File: src/design/assert_macros.svh
// assertion helpers shared by the design files
`ifndef ASSERT_MACROS_SVH
`define ASSERT_MACROS_SVH

// property checked on every rising clock edge outside reset
`define ASSERT_CLK(label, prop, msg) \
    label: assert property (@(posedge clk) disable iff (!rst_n) (prop)) else $error(msg);

// implication checked on every rising clock edge outside reset
`define ASSERT_IMPL(label, cond, prop, msg) \
    label: assert property (@(posedge clk) disable iff (!rst_n) (cond) |-> (prop)) \
        else $error(msg);

// property that must hold in the cycle after the condition
`define ASSERT_NEXT(label, cond, prop, msg) \
    label: assert property (@(posedge clk) disable iff (!rst_n) (cond) |=> (prop)) \
        else $error(msg);

`endif

File: src/design/jsu_pkg.sv
package jsu_pkg;

    localparam int BYTE_W      = 8;
    localparam int STATUS_W    = 2;
    localparam int CP_W        = 16;
    localparam int MAX_RESULTS = 3;
    localparam int CNT_W       = 2;
    localparam int RESULT_DEPTH = 8;

    localparam logic [STATUS_W-1:0] STATUS_CONTENT  = 2'd0;
    localparam logic [STATUS_W-1:0] STATUS_COMPLETE = 2'd1;
    localparam logic [STATUS_W-1:0] STATUS_ERROR    = 2'd2;

    localparam logic [1:0] PH_WAIT = 2'd0;
    localparam logic [1:0] PH_BODY = 2'd1;
    localparam logic [1:0] PH_ESC  = 2'd2;
    localparam logic [1:0] PH_HEX  = 2'd3;

    localparam logic [BYTE_W-1:0] CH_QUOTE = 8'h22;
    localparam logic [BYTE_W-1:0] CH_BSLASH = 8'h5C;
    localparam logic [BYTE_W-1:0] CH_N = 8'h6E;
    localparam logic [BYTE_W-1:0] CH_T = 8'h74;
    localparam logic [BYTE_W-1:0] CH_R = 8'h72;
    localparam logic [BYTE_W-1:0] CH_B = 8'h62;
    localparam logic [BYTE_W-1:0] CH_F = 8'h66;
    localparam logic [BYTE_W-1:0] CH_U = 8'h75;

    localparam logic [BYTE_W-1:0] CTL_LF = 8'h0A;
    localparam logic [BYTE_W-1:0] CTL_HT = 8'h09;
    localparam logic [BYTE_W-1:0] CTL_CR = 8'h0D;
    localparam logic [BYTE_W-1:0] CTL_BS = 8'h08;
    localparam logic [BYTE_W-1:0] CTL_FF = 8'h0C;

    localparam logic [CP_W-1:0] UTF8_ONE_LIMIT = 16'h0080;
    localparam logic [CP_W-1:0] UTF8_TWO_LIMIT = 16'h0800;
    localparam logic [BYTE_W-1:0] UTF8_LEAD2 = 8'hC0;
    localparam logic [BYTE_W-1:0] UTF8_LEAD3 = 8'hE0;
    localparam logic [BYTE_W-1:0] UTF8_CONT  = 8'h80;
    localparam logic [BYTE_W-1:0] UTF8_MASK6 = 8'h3F;

    typedef struct packed {
        logic [BYTE_W-1:0]   out_byte;
        logic [STATUS_W-1:0] status;
        logic                last;
    } result_t;

    typedef struct packed {
        logic [1:0]      phase;
        logic [1:0]      digits;
        logic [CP_W-1:0] code_point;
        logic            stopped;
    } jsu_state_t;

    typedef struct packed {
        jsu_state_t                   next;
        logic [CNT_W-1:0]             count;
        result_t [MAX_RESULTS-1:0]    res;
    } jsu_step_t;

    typedef struct packed {
        logic       valid;
        logic [3:0] value;
    } hex_t;

    function automatic hex_t hex_decode(input logic [BYTE_W-1:0] c);
        hex_t h;
        h.valid = 1'b1;
        h.value = 4'd0;
        if (c >= 8'h30 && c <= 8'h39) begin
            h.value = 4'(c - 8'h30);
        end
        else if (c >= 8'h61 && c <= 8'h66) begin
            h.value = 4'(c - 8'h57);
        end
        else if (c >= 8'h41 && c <= 8'h46) begin
            h.value = 4'(c - 8'h37);
        end
        else begin
            h.valid = 1'b0;
        end
        return h;
    endfunction

endpackage

File: src/design/jsu_channels.sv
interface jsu_in_if;
    import jsu_pkg::*;
    logic              valid;
    logic              ready;
    logic [BYTE_W-1:0] in_byte;
    logic              text_end;
    modport source (output valid, output in_byte, output text_end, input ready);
    modport sink (input valid, input in_byte, input text_end, output ready);
endinterface

interface jsu_out_if;
    import jsu_pkg::*;
    logic                valid;
    logic                ready;
    logic [BYTE_W-1:0]   out_byte;
    logic [STATUS_W-1:0] status;
    logic                last;
    modport source (output valid, output out_byte, output status, output last, input ready);
    modport sink (input valid, input out_byte, input status, input last, output ready);
endinterface

File: src/design/jsu_decode.sv
module jsu_decode (
    input  jsu_pkg::jsu_state_t           state,
    input  logic [jsu_pkg::BYTE_W-1:0]    in_byte,
    input  logic                          text_end,
    output jsu_pkg::jsu_step_t            step
);
    import jsu_pkg::*;

    hex_t            hex;
    logic [CP_W-1:0] cp_acc;
    logic            stop_acc;

    always_comb
    begin
        hex      = hex_decode(in_byte);
        cp_acc   = state.code_point;
        stop_acc = state.stopped;
        if (!state.stopped) begin
            if (hex.valid) begin
                cp_acc = {state.code_point[CP_W-5:0], hex.value};
            end
            else begin
                stop_acc = 1'b1;
            end
        end
    end

    always_comb
    begin
        step       = '0;
        step.next  = state;
        if (text_end) begin
            if (state.phase != PH_WAIT) begin
                step.count         = 2'd1;
                step.res[0].status = STATUS_ERROR;
                step.next.phase    = PH_WAIT;
            end
        end
        else begin
            unique case (state.phase)
                PH_WAIT:
                begin
                    if (in_byte == CH_QUOTE) begin
                        step.next.phase = PH_BODY;
                    end
                end
                PH_BODY:
                begin
                    if (in_byte == CH_QUOTE) begin
                        step.count         = 2'd1;
                        step.res[0].status = STATUS_COMPLETE;
                        step.next.phase    = PH_WAIT;
                    end
                    else if (in_byte == CH_BSLASH) begin
                        step.next.phase = PH_ESC;
                    end
                    else begin
                        step.count           = 2'd1;
                        step.res[0].out_byte = in_byte;
                    end
                end
                PH_ESC:
                begin
                    step.next.phase = PH_BODY;
                    step.count      = 2'd1;
                    case (in_byte)
                        CH_N: step.res[0].out_byte = CTL_LF;
                        CH_T: step.res[0].out_byte = CTL_HT;
                        CH_R: step.res[0].out_byte = CTL_CR;
                        CH_B: step.res[0].out_byte = CTL_BS;
                        CH_F: step.res[0].out_byte = CTL_FF;
                        CH_U:
                        begin
                            step.count           = 2'd0;
                            step.next.phase      = PH_HEX;
                            step.next.digits     = 2'd0;
                            step.next.code_point = '0;
                            step.next.stopped    = 1'b0;
                        end
                        default: step.res[0].out_byte = in_byte;
                    endcase
                end
                PH_HEX:
                begin
                    if (state.digits == 2'd3) begin
                        // fourth hex byte of the escape, encode as utf-8
                        if (cp_acc < UTF8_ONE_LIMIT) begin
                            step.count           = 2'd1;
                            step.res[0].out_byte = cp_acc[BYTE_W-1:0];
                        end
                        else if (cp_acc < UTF8_TWO_LIMIT) begin
                            step.count           = 2'd2;
                            step.res[0].out_byte = UTF8_LEAD2 | {3'd0, cp_acc[10:6]};
                            step.res[1].out_byte = UTF8_CONT | ({2'd0, cp_acc[5:0]} & UTF8_MASK6);
                        end
                        else begin
                            step.count           = 2'd3;
                            step.res[0].out_byte = UTF8_LEAD3 | {4'd0, cp_acc[15:12]};
                            step.res[1].out_byte = UTF8_CONT | ({2'd0, cp_acc[11:6]} & UTF8_MASK6);
                            step.res[2].out_byte = UTF8_CONT | ({2'd0, cp_acc[5:0]} & UTF8_MASK6);
                        end
                        step.next.phase      = PH_BODY;
                        step.next.digits     = 2'd0;
                        step.next.code_point = '0;
                        step.next.stopped    = 1'b0;
                    end
                    else begin
                        step.next.digits     = state.digits + 2'd1;
                        step.next.code_point = cp_acc;
                        step.next.stopped    = stop_acc;
                    end
                end
                default: step.next.phase = PH_WAIT;
            endcase
        end

        case (step.count)
            2'd1:    step.res[0].last = 1'b1;
            2'd2:    step.res[1].last = 1'b1;
            2'd3:    step.res[2].last = 1'b1;
            default: ;
        endcase
    end

endmodule

File: src/design/jsu_result_fifo.sv
module jsu_result_fifo #(
    parameter int DEPTH = jsu_pkg::RESULT_DEPTH
) (
    input  logic                                        clk,
    input  logic                                        rst_n,
    input  logic [jsu_pkg::CNT_W-1:0]                   push_cnt,
    input  jsu_pkg::result_t [jsu_pkg::MAX_RESULTS-1:0] push_data,
    output logic                                        room,
    jsu_out_if.source                                   out_ch
);
    import jsu_pkg::*;

    `include "assert_macros.svh"

    localparam int AW = $clog2(DEPTH);
    localparam int CW = $clog2(DEPTH + 1);

    result_t       mem [DEPTH];
    logic [AW-1:0] wr_ptr_reg;
    logic [AW-1:0] wr_ptr_next;
    logic [AW-1:0] rd_ptr_reg;
    logic [AW-1:0] rd_ptr_next;
    logic [CW-1:0] count_reg;
    logic [CW-1:0] count_next;
    logic [AW-1:0] wr_idx [MAX_RESULTS];
    logic [AW:0]   sum;
    logic          pop;
    result_t       head;

    function automatic logic [AW-1:0] wrap_add(input logic [AW-1:0] base,
                                               input logic [AW:0] offs);
        logic [AW:0] s;
        s = {1'b0, base} + offs;
        if (s >= (AW + 1)'(DEPTH)) begin
            s = s - (AW + 1)'(DEPTH);
        end
        return s[AW-1:0];
    endfunction

    always_comb
    begin
        sum = '0;
        for (int i = 0; i < MAX_RESULTS; i++) begin
            wr_idx[i] = wrap_add(wr_ptr_reg, (AW + 1)'(i));
        end
        sum         = (AW + 1)'(push_cnt);
        wr_ptr_next = wrap_add(wr_ptr_reg, sum);
        rd_ptr_next = pop ? wrap_add(rd_ptr_reg, (AW + 1)'(1)) : rd_ptr_reg;
        count_next  = count_reg + CW'(push_cnt) - CW'(pop);
    end

    always_ff @(posedge clk)
    begin
        for (int i = 0; i < MAX_RESULTS; i++) begin
            if (CNT_W'(i) < push_cnt) begin
                mem[wr_idx[i]] <= push_data[i];
            end
        end
    end

    always_ff @(posedge clk or negedge rst_n)
    begin
        if (!rst_n) begin
            wr_ptr_reg <= '0;
            rd_ptr_reg <= '0;
            count_reg  <= '0;
        end
        else begin
            wr_ptr_reg <= wr_ptr_next;
            rd_ptr_reg <= rd_ptr_next;
            count_reg  <= count_next;
        end
    end

    assign head            = mem[rd_ptr_reg];
    assign room            = count_reg <= CW'(DEPTH - MAX_RESULTS);
    assign pop             = out_ch.valid && out_ch.ready;
    assign out_ch.valid    = count_reg != '0;
    assign out_ch.out_byte = head.out_byte;
    assign out_ch.status   = head.status;
    assign out_ch.last     = head.last;

    `ASSERT_CLK(a_count_bound, count_reg <= CW'(DEPTH), "result queue overfilled")
    `ASSERT_IMPL(a_push_fits, push_cnt != '0,
        (CW + 1)'(count_reg) + (CW + 1)'(push_cnt) <= (CW + 1)'(DEPTH), "push past free space")
    `ASSERT_NEXT(a_count_track, push_cnt != '0 && !pop,
        count_reg == $past(count_reg) + CW'($past(push_cnt)), "queue count lost a word")

endmodule

File: src/design/json_string_unescaper_core.sv
// channel | dir | payload                     | handshake
// in_ch   | in  | in_byte[7:0], text_end      | valid/ready
// out_ch  | out | out_byte[7:0], status, last | valid/ready
//
// one input word is decoded per cycle while the queue has room; a \u escape yields
// up to three output words at its fourth hex byte, the rest one word or none
// decoded words go through a DEPTH-entry queue, input ready needs three free entries
// output words leave at one per cycle; out_ch.ready low only fills the queue
// rst_n clears the parser state and the queue at once, no clearing pass
module json_string_unescaper_core #(
    parameter int DEPTH = jsu_pkg::RESULT_DEPTH
) (
    input  logic       clk,
    input  logic       rst_n,
    jsu_in_if.sink     in_ch,
    jsu_out_if.source  out_ch
);
    import jsu_pkg::*;

    `include "assert_macros.svh"

    jsu_state_t       state_reg;
    jsu_state_t       state_next;
    jsu_step_t        step;
    logic             room;
    logic             accept;
    logic [CNT_W-1:0] push_cnt;

    jsu_decode u_decode (
        .state    (state_reg),
        .in_byte  (in_ch.in_byte),
        .text_end (in_ch.text_end),
        .step     (step)
    );

    jsu_result_fifo #(
        .DEPTH (DEPTH)
    ) u_result_fifo (
        .clk       (clk),
        .rst_n     (rst_n),
        .push_cnt  (push_cnt),
        .push_data (step.res),
        .room      (room),
        .out_ch    (out_ch)
    );

    assign in_ch.ready = room;
    assign accept      = in_ch.valid && in_ch.ready;
    assign push_cnt    = accept ? step.count : '0;
    assign state_next  = accept ? step.next : state_reg;

    always_ff @(posedge clk or negedge rst_n)
    begin
        if (!rst_n) begin
            state_reg.phase      <= PH_WAIT;
            state_reg.digits     <= '0;
            state_reg.code_point <= '0;
            state_reg.stopped    <= 1'b0;
        end
        else begin
            state_reg <= state_next;
        end
    end

    `ASSERT_IMPL(a_hex_emits, accept && !in_ch.text_end && state_reg.phase == PH_HEX &&
        state_reg.digits == 2'd3, push_cnt != '0, "escape ended without output")
    `ASSERT_NEXT(a_end_resets, accept && in_ch.text_end, state_reg.phase == PH_WAIT,
        "text end left parser inside string")
    `ASSERT_IMPL(a_wait_silent, accept && state_reg.phase == PH_WAIT, push_cnt == '0,
        "output while waiting for quote")

endmodule
File: src/flat_wrapper.sv
// flat-port wrapper written by rule: the top's interface ports become plain ports
module json_string_unescaper_core_flat import jsu_pkg::*;
#(
    parameter int DEPTH = jsu_pkg::RESULT_DEPTH
)
  (clk, rst_n, in_ch_valid, in_ch_in_byte, in_ch_text_end, in_ch_ready, out_ch_valid, out_ch_out_byte, out_ch_status, out_ch_last, out_ch_ready);
  jsu_in_if in_ch_i ();
  jsu_out_if out_ch_i ();
  input  logic clk;
  input  logic rst_n;
  input wire logic [$bits(in_ch_i.valid)-1:0] in_ch_valid;
  input wire logic [$bits(in_ch_i.in_byte)-1:0] in_ch_in_byte;
  input wire logic [$bits(in_ch_i.text_end)-1:0] in_ch_text_end;
  output wire logic [$bits(in_ch_i.ready)-1:0] in_ch_ready;
  output wire logic [$bits(out_ch_i.valid)-1:0] out_ch_valid;
  output wire logic [$bits(out_ch_i.out_byte)-1:0] out_ch_out_byte;
  output wire logic [$bits(out_ch_i.status)-1:0] out_ch_status;
  output wire logic [$bits(out_ch_i.last)-1:0] out_ch_last;
  input wire logic [$bits(out_ch_i.ready)-1:0] out_ch_ready;
  assign in_ch_i.valid = in_ch_valid;
  assign in_ch_i.in_byte = in_ch_in_byte;
  assign in_ch_i.text_end = in_ch_text_end;
  assign in_ch_ready = in_ch_i.ready;
  assign out_ch_valid = out_ch_i.valid;
  assign out_ch_out_byte = out_ch_i.out_byte;
  assign out_ch_status = out_ch_i.status;
  assign out_ch_last = out_ch_i.last;
  assign out_ch_i.ready = out_ch_ready;
  json_string_unescaper_core #(.DEPTH(DEPTH)) u_core (.clk(clk), .rst_n(rst_n), .in_ch(in_ch_i), .out_ch(out_ch_i));
endmodule
File: config.mk
export PLATFORM = sky130hd
export DESIGN_NAME = json_string_unescaper_core_flat
export DESIGN_NICKNAME = d
export VERILOG_FILES = /design/src/design/jsu_pkg.sv /design/src/design/jsu_channels.sv /design/src/design/jsu_decode.sv /design/src/design/jsu_result_fifo.sv /design/src/design/json_string_unescaper_core.sv /design/src/flat_wrapper.sv
export VERILOG_INCLUDE_DIRS = /design/src /design/src/design
export SDC_FILE = /design/constraint.sdc
export NUM_CORES = 1
export LEC_CHECK = 0
export ABC_AREA = 1
export BUFFER_PORTS_ARGS = -buffer_cell sky130_fd_sc_hd__buf_2
export CORE_MARGIN = 5
export CORE_UTILIZATION = 35
export CTS_BUF_LIST = sky130_fd_sc_hd__clkbuf_2
export DETAILED_ROUTE_END_ITERATION = 10
export PLACE_DENSITY = 0.51
export SLEW_MARGIN = 20
export SYNTH_ARGS = -nofsm -noshare
export SYNTH_HDL_FRONTEND = slang
export SYNTH_SLANG_ARGS = --single-unit
File: constraint.sdc
create_clock -name clk -period 3.1 [get_ports clk]
set_clock_uncertainty 0.05 [all_clocks]
set_input_delay 0.31 -clock clk [delete_from_list [all_inputs] [get_ports clk]]
set_output_delay 0.31 -clock clk [all_outputs]
set_load 0.02 [all_outputs]
# Word-level counts from Yosys, hierarchy flattened
# Memory sizes are Yosys's and may differ from the RTL's.
# Cells that the tools add are included.
word_totals:
  ramBits: 88
  out_inout_bits: 13
  n_memories: 1
  in_bits: 13
  reg_bits: 31
memory_table:
  columns: ["name", "depth", "width", "read_ports", "rd_ports_with_merged_regs", "wr", "line_no", "source"]
  rows:
  - ["u_core.u_result_fifo.mem", 8, 11, 1, 0, 3, "jsu_result_fifo.sv:18", "result_t mem [DEPTH];"]
classes:
  reduce_logical: 11
  n_eq_ne: 20
  order_cmp: 17
  muxes: 64
  n_addsub: 15
  bitwise: 1
ops:
  columns: ["cell", "n"]
  rows:
  - ["$mux 8", 13]
  - ["$eq 8x7->1 const B", 7]
  - ["$pmux 8 s6", 1]
  - ["$pmux 19 s2", 1]
  - ["$mux 16", 2]
  - ["$mux 2", 12]
  - ["$pmux 8 s3", 1]
  - ["$mux 23", 1]
  - ["$mux 1", 19]
  - ["$mux 19", 1]
  - ["$ge 4x4->1 const B", 4]
  - ["$ge 8x7->1 const B", 2]
  - ["$le 8x7->1 const B", 2]
  - ["$lt 16x12->1 const B", 1]
  - ["$lt 16x8->1 const B", 1]
  - ["$mux 3", 5]
  - ["$sub 3x1->3 const B", 5]
  - ["$mux 4", 3]
  - ["$mux 6", 2]
  - ["$eq 2x2->1 const B", 5]
  - ["$mux 10", 1]
  - ["$add 3x1->4 const B", 2]
  - ["$eq 8x6->1 const B", 1]
  - ["$ge 8x6->1 const B", 1]
  - ["25 further kinds", 35]

# Longest topological paths before layout
# Gate-level depths: netlist (run 1).
depth:
  word_depth: 17
  ltp_mapped: 24
  mapped_depth_nobuf: 22

# Modules after synthesis
# Synthesis (run 1) repeated with hierarchy kept, for this count alone.
hier_totals:
  hier_cells: 1321
  hier_area_um2: 9246.4
by_module_without_submodules:
  columns: ["module", "seq_area_each_um2", "n_inst", "area_per_inst_um2", "cells_each"]
  rows:
  - ["jsu_result_fifo", 2892.8, 1, 6822.8, 918]
  - ["jsu_decode", 0.0, 1, 1581.5, 308]
  - ["json_string_unescaper_core", 525.5, 1, 842.1, 95]

# Worst setup path before layout (run 1)
# OpenSTA, ideal clock, no wires.
synth_path:
  path_type: "input -> register"
  start: "in in_ch_in_byte[0]"
  end: "reg u_core.u_result_fifo.count_reg[2]"
  required_time_ns: 2.927
  path_stages: 20
  setup_slack_ns: -0.056
  setup_ns: 0.123
  arrival_ns: 2.983
  path_cell_list: "inv_1 > ha_1 > nand3b_1 > nand3_2 > nand2_2 > nand2_4 > buf_6 > nand2_1 > o21ai_4 > inv_2 > o21ai_4 > nand2_2 > nand2_2 > nand3_2 > ha_1 > inv_1 > ha_1 > inv_1 > fa_1 > xnor2_1"
synth_between:
  elab_chain_len: 16
  elab_cells_between_ends: 36
  classes_between: "5 x add/sub; 8 x order compare; 3 x eq/ne; 17 x mux; 3 x reduce/logical"
synth_rtl:
  columns: ["element", "line_no", "source"]
  rows:
  - ["start, declared", "flat_wrapper.sv:12", "input wire logic [$bits(in_ch_i.in_byte)-1:0] in_ch_in_byte;"]
  - ["$ge 8x7->1 or $le 8x7->1 (tied branches)", "jsu_pkg.sv:75", "else if (c >= 8'h41 && c <= 8'h46) begin"]
  - ["$logic_and 1x1->1", "jsu_pkg.sv:75", null]
  - ["$mux 4 or $mux 1 (tied branches)", "jsu_pkg.sv:75", null]
  - ["$mux 4 or $mux 1 (tied branches)", "jsu_pkg.sv:72", "else if (c >= 8'h61 && c <= 8'h66) begin"]
  - ["$mux 4 or $mux 1 (tied branches)", "jsu_pkg.sv:69", "if (c >= 8'h30 && c <= 8'h39) begin"]
  - ["$mux 16", "jsu_decode.sv:19", "if (hex.valid) begin"]
  - ["$mux 16", "jsu_decode.sv:18", "if (!state.stopped) begin"]
  - ["$lt 16x12->1", "jsu_decode.sv:91", "else if (cp_acc < UTF8_TWO_LIMIT) begin"]
  - ["$mux 1", "jsu_decode.sv:91", null]
  - ["$mux 2", "jsu_decode.sv:87", "if (cp_acc < UTF8_ONE_LIMIT) begin"]
  - ["$mux 10", "jsu_decode.sv:85", "if (state.digits == 2'd3) begin"]
  - ["$pmux 2 s3 *", "jsu_decode.sv:40", "unique case (state.phase)"]
  - ["$mux 2 *", "jsu_decode.sv:32", "if (text_end) begin"]
  - ["$mux 2 *", "json_string_unescaper_core.sv:49", "assign push_cnt = accept ? step.count : '0;"]
  - ["$add 4x2->4 *", "jsu_result_fifo.sv:49", "count_next = count_reg + CW'(push_cnt) - CW'(pop);"]
  - ["$sub 4x1->4 *", "jsu_result_fifo.sv:49", null]
  - ["via u_core.u_result_fifo.count_next[2]", "jsu_result_fifo.sv:24", "logic [CW-1:0] count_next;"]
  - ["end signal, assigned", "jsu_result_fifo.sv:71", "count_reg <= count_next;"]
  - ["end, declared", "jsu_result_fifo.sv:23", "logic [CW-1:0] count_reg;"]
# The timed path passes the listed nets; every way through them passes the cells marked *. The select of a mux whose other input is x is not followed.
# A chain may end at the register's enable or synchronous reset.

==> results of run 1 <==
-- worst min-delay path by stage --
| stage | cells past startpoint | slack, ns | endpoint |
|---|---|---|---|
| 3_5_place_dp | 1 | 0.39 | u_core.u_result_fifo.count_reg[3]$_DFF_PN0_ |
| 2_1_floorplan | 0 | -0.04 | u_core.state_reg[0]$_DFFE_PN0P_ |
| 4_1_cts | 2 | 0.09 | u_core.state_reg[19]$_DFFE_PN0P_ |
| 5_1_grt | 2 | 0.12 | u_core.state_reg[19]$_DFFE_PN0P_ |
| 3_3_place_gp | 1 | 0.38 | u_core.state_reg[19]$_DFFE_PN0P_ |
| 6_report | 2 | 0.12 | u_core.u_result_fifo.count_reg[3]$_DFF_PN0_ |
-- metal layers --
layer | share of wire | wire length, microns | vias up | GRT usage
li1 | - | - | 3848 | -
met1 | 0.46 | 11600 | 3629 | 0.286
met2 | 0.47 | 11700 | 255 | 0.336
met3 | 0.057 | 1450 | 33 | 0.0372
met4 | 0.019 | 470 | 0 | 0.0601
met5 | 0 | 0 | - | 0
-- cell families after synthesis --
| family | share of synthesized area |
|---|---|
| xor gates and xnor gates | 0.00680 |
| and+or+nand+nor | 0.335 |
| AOI/OAI and AO/OA | 0.133 |
| DFF | 0.411 |
| buffers and inverters | 0.0779 |
| adders and majority gates | 0.0360 |
-- synthesized netlist by cell type (18+ instances only) --
library cell / n / area share
dfrtp_1: 31 / 0.10
o211ai_1: 18 / 0.017
dfxtp_1: 24 / 0.062
a21oi_1: 45 / 0.029
inv_1: 79 / 0.038
nand2_1: 192 / 0.093
o21ai_0: 67 / 0.043
clkbuf_1: 29 / 0.014
nand3_1: 202 / 0.13
o22ai_1: 23 / 0.019
nor2_1: 140 / 0.068
ha_1: 19 / 0.031
edfxtp_1: 64 / 0.25
-- repair_timing --
action,CTS,global route
endpoints found under the setup margin,0,10
hold buffers,3,0
buffers inserted,0,3
resized for setup,0,3
endpoints found under the hold margin,36,0
-- cell type report --
type,count,area [sq um],share of cell area
antenna,1,2.50,0.000264
clock buffer,17,85.1,0.00899
clock inverter,15,185,0.0196
inverter,91,348,0.0368
multi-input combinational,788,4020,0.425
sequential,119,3180,0.336
tap,280,350,0.0370
timing repair buffer,165,1300,0.137
-- critical path: stages, from the launching register on --
cell	delay, ns
dfrtp_1	0.46
inv_1	0.09
ha_1	0.26
inv_1	0.12
nor2_1	0.20
nand2_1	0.13
o21ai_0	0.18
a21oi_1	0.18
a21oi_1	0.73
nand3_1	0.14
nand3_1	0.15
-- cells in the final DEF, fill, tap and decap left out, types with 6 or more instances in the layout --
cell type  netlist  routed
nand3_1        202     201
nand2_1        192     190
nor2_1         140     140
buf_4            2     128
inv_1           79      76
o21ai_0         67      67
edfxtp_1        64      64
a21oi_1         45      44
dfrtp_1         31      30
buf_2           11      25
dfxtp_1         24      24
o22ai_1         23      23
o211ai_1        18      18
nand2_2         15      17
ha_1            19      17
clkbuf_2         0      17
a31oi_1         13      13
inv_2            8      10
buf_12           0       9
nor3_2           1       8
clkinv_1         3       6
nor3_1          13       6
-- metrics by stage --
stage / util / setup TNS [ns] / setup WS, ns / area (sq um)
2_1_floorplan: - / 0 / 0.0000691 / 7750
3_3_place_gp: 0.419 / -2.01 / -0.128 / 9120
3_5_place_dp: 0.419 / -7.97 / -0.208 / 9120
4_1_cts: 0.433 / 0 / 0.0903 / 9420
5_1_grt: 0.435 / 0 / 0.00986 / 9460
6_report: 0.435 / 0 / 0.257 / 9460
-- power by group through the flow --
stage / clock [mW] / combinational, mW / sequential [mW]
floorplan: 0 / 2.53 / 2.11
global placement: 0 / 3.90 / 2.21
detailed placement: 0 / 3.90 / 2.21
CTS: 1.19 / 3.92 / 2.18
global route: 1.26 / 4.38 / 2.23
finish: 1.16 / 3.95 / 2.18
==> impl_metrics.ini, run 1 <==
[outcome]
outcome = completed

[setup_path]
worstSetupEndpoint = u_core.u_result_fifo.mem[3][4]$_DFFE_PP_
crit_arrival_ns = 3.35
critPathLaunchType = register
reg2reg_depth = 10
crit_required_ns = 3.61
cp_max_fo = 8
r2r_end = u_core.u_result_fifo.mem[3][4]$_DFFE_PP_
end_kind = register
r2r_slack_ns = 0.26
startpoint = u_core.state_reg[19]$_DFFE_PN0P_
reg2reg_from = u_core.state_reg[19]$_DFFE_PN0P_
path_class = register to register

[floorplan]
initial_core_util = 0.355
die_h_microns = 159
die-width_microns = 159
io_pins = 26
num_rows = 54
core_sq_um = 21800
dieArea_sq_um = 25100

[grt]
grt_use_total = 0.208
grt_pass1_wl_microns = 41200
antenna_found_initial = 1
grt_start_max_net_pins = 60
grt_pass1_vias = 7559
grt.overflow.total = 0

[clock_tree]
clock_latency_ns = 0.71
tritoncts = done
cts.path.max_buffers = 2
h-tree-depth = 4
clkSinkCount = 119
cts_inserted_buffers = 17
clkTransAtPathRegs_ns = 0.21
root_buffer = clkbuf_2

[final_layout]
area_delta_synth_final_pct = 22.5
fillCellCount = 2234
fin_nets = 1216
drive_gt1_frac = 0.210
largest_register_ffs = 88
fin_cells = 1476

[power_and_ir_drop]
p_seq_frac = 0.299
ir_drop_mv = 0.368
p_leak_nw = 4.11
p_per_area_nw_per_um2 = 771
netSwitchingPower_mw = 3.43
comb_power_share = 0.541
power.share.clock = 0.160
p_int_mw = 3.87
finalPower_mw = 7.30
swShare = 0.470

[routing]
ant_nets = 0
drc = 0
first_iter_violations = 598
viasPerCell = 5.26
via_count = 7765
dr.pass1.iters = 6
drt_wl_total_microns = 25200
wl_per_cell_microns = 17.1

[flow_run]
maxCapViolCount = 0

[yosys]
ys.flop_type = edfxtp_1
ys_warn_count = 0
postSynthAreaPerCell_sq_um = 7.37
yosysSeqAreaShare = 0.411
syn_nets = 1083
ys_async_sr_fraction = 0.261
synth_edf_count = 64
synth_cells = 1049
ys_ff_latch = 119
synth.distinct_cells = 43
synth_area_sq_um = 7730

[sta]
final_max_slew_viol_count = 0
finalSetupViolations = 0
period_needed_ns = 2.84
slew_headroom = 0.343
worst_hold_slack_ns = 0.118
worst_pin_slew_ns = 0.978
timing.final.crit_share = 0.917
hold_violations = 0
rsz0062_at_grt = no
fmax_mhz = 352

[place]
place_inst = 1437
dpl.hpwl_microns = 18900
gp_congestion = 0.901
io_buffer_count = 25

[worst_hold_path]
hp-class = input port to async pin
Power figures use the tool's default switching activity.
==> run 2: changes to the inputs <==
- CORE_MARGIN: 5 -> 10
- clock period: 3.1 -> 3.2 ns (I/O delays scaled with it)
==> run 2 against run 1 <==
Against the previous run: clock power shrank 18%; setup slack better by 0.033 ns; utilization fell by 0.86 points; sequential share of layout area up 0.66 points; wire length is essentially flat; non-clock buffer count shrank 12; combinational power decreased by 3%; hold slack better by 0.045 ns; clock-buffer cell count rose by 3; final area down 2.0%; critical path type unchanged; largest power group unchanged.
==> impl_metrics.ini, run 2 (synthesized netlist as in run 1, its figures left out) <==
[sta]
worst_hold_slack_ns = 0.163
rsz0062_at_grt = no
worst_pin_slew_ns = 1.12
fmax_mhz = 344
timing.final.crit_share = 0.909
final_max_slew_viol_count = 0
slew_headroom = 0.247
worst_slack_ns = 0.290
hold_violations = 0
period_needed_ns = 2.91
finalSetupViolations = 0

[grt]
antenna_found_initial = 1
grt_start_max_net_pins = 57
grt_pass1_vias = 7401
grt_use_total = 0.176
grt_pass1_wl_microns = 40500
grt.overflow.total = 0

[routing]
viasPerCell = 5.30
highest_layer = met4
routedLengthMet1_microns = 11800
first_iter_violations = 792
ant_nets = 0
dr.pass1.iters = 5
met2_length_microns = 11900
via_count = 7756
wl_per_cell_microns = 17.2
wl_met3_microns = 1220
drc = 0
drt_wl_total_microns = 25200

[setup_path]
critPathLaunchType = register
crit_slowest_cell = fa_1
crit_required_ns = 3.75
cp_top_family = adder cells
cp_max_fo = 12
path_class = register to register
crit_arrival_ns = 3.46
end_kind = register
path_cells = clkinvlp_4 -> nand2_4 -> nand2_1 -> nand2_1 -> nand3_1 -> o21ai_4 -> nand2_2 -> nand2_2 -> nand3_2 -> ha_1 -> inv_1 -> ha_1 -> inv_1 -> fa_1 -> xnor2_1
r2r_slack_ns = 0.29
max_stage_delay_ns = 0.44
critPathBufInv = 3

[clock_tree]
clkTransAtPathRegs_ns = 0.18
clkSinkCount = 119
cts.path.max_buffers = 2
clock_latency_ns = 0.70
root_buffer = clkbuf_2
tritoncts = done
cts_inserted_buffers = 17
h-tree-depth = 4

[place]
postPlaceCellArea_sq_um = 9010
io_buffer_count = 25
gp_congestion = 0.909
preCtsSetupSlack_ns = -0.205
dpl.hpwl_microns = 18700
place_inst = 1425

[power_and_ir_drop]
p_seq_frac = 0.304
p_int_mw = 3.58
swShare = 0.480
p_per_area_nw_per_um2 = 741
ir_drop_mv = 0.349
netSwitchingPower_mw = 3.30
power.share.clock = 0.139
p_leak_nw = 4.05
comb_power_share = 0.557

[floorplan]
num_rows = 54
die-width_microns = 169
dieArea_sq_um = 28400
initial_core_util = 0.355
core_sq_um = 21800
die_h_microns = 169
io_pins = 26

[final_layout]
stdcell_area_sq_um = 9280
fin_cells = 1464
drive_gt1_frac = 0.192
largest_register_ffs = 88
utilization = 0.426
area_delta_synth_final_pct = 20.1
fin_nets = 1204
layout_common_cells = nand3_1 (202), nand2_1 (192), nor2_1 (140)
final_common_cell = nand3_1

[outcome]
outcome = completed

[flow_run]
maxCapViolCount = 0

[worst_hold_path]
hp-class = input port to async pin
run 2: cell count changes in the layout (fill, tap and decap cells not counted), sizes merged:
cell / change
clkinv: +3
bufinv: -2
clkinvlp: -4
clkbuf: +3
buf: -12
run 2: path summary, 6_finish.rpt:
kind | depth (start not counted) | start | to
max in group asynchronous | 2 | rst_n | u_core.state_reg[1]$_DFFE_PN0P_
min in group clk | 5 | in_ch_valid | u_core.state_reg[19]$_DFFE_PN0P_
worst max-delay path | 15 | u_core.state_reg[0]$_DFFE_PN0P_ | u_core.u_result_fifo.count_reg[2]$_DFF_PN0_
worst min-delay path | 2 | rst_n | u_core.u_result_fifo.rd_ptr_reg[2]$_DFFE_PN0P_
worst min register to register | 2 | u_core.u_result_fifo.mem[1][1]$_SDFFE_PP0N_ | u_core.u_result_fifo.mem[1][1]$_SDFFE_PP0N_
worst max register to register | 15 | u_core.state_reg[0]$_DFFE_PN0P_ | u_core.u_result_fifo.count_reg[2]$_DFF_PN0_
run 2: power groups by stage:
stage / registers, mW / logic [mW] / clock network, mW
floorplan: 2.05 / 2.43 / 0
global placement: 2.12 / 3.78 / 0
detailed placement: 2.12 / 3.79 / 0
CTS: 2.08 / 3.81 / 0.984
global route: 2.13 / 4.25 / 1.04
finish: 2.09 / 3.83 / 0.957
run 2: layer usage:
layer	GRT usage	up-vias
li1	-	3831
met1	0.237	3676
met4	0.0458	0
met2	0.286	218
met3	0.0294	31
met5	0	-
run 2: stage by stage:
| step | power (mW) | TNS [ns] |
|---|---|---|
| after floorplan | 4.48 | 0 |
| after global placement | 5.90 | -4.65 |
| after detailed placement | 5.91 | -12.90 |
| after CTS | 6.88 | 0 |
| after global routing | 7.42 | 0 |
| final | 6.88 | 0 |
run 2: what timing repair did:
item                                    4_1_cts  5_1_grt
endpoints found under the setup margin        0        2
hold endpoints to repair                     35        0
hold buffers                                  3        0
resized for setup                             0        1
buffers inserted                              0        3
run 2: area by class of cell:
type,count,area (sq um)
sequential,119,3180
timing repair buffer,153,1210
antenna,1,2.50
clock inverter,12,111
fill,2295,12500
tap,280,350
inverter,91,348
multi-input combinational,788,3980
clock buffer,20,100
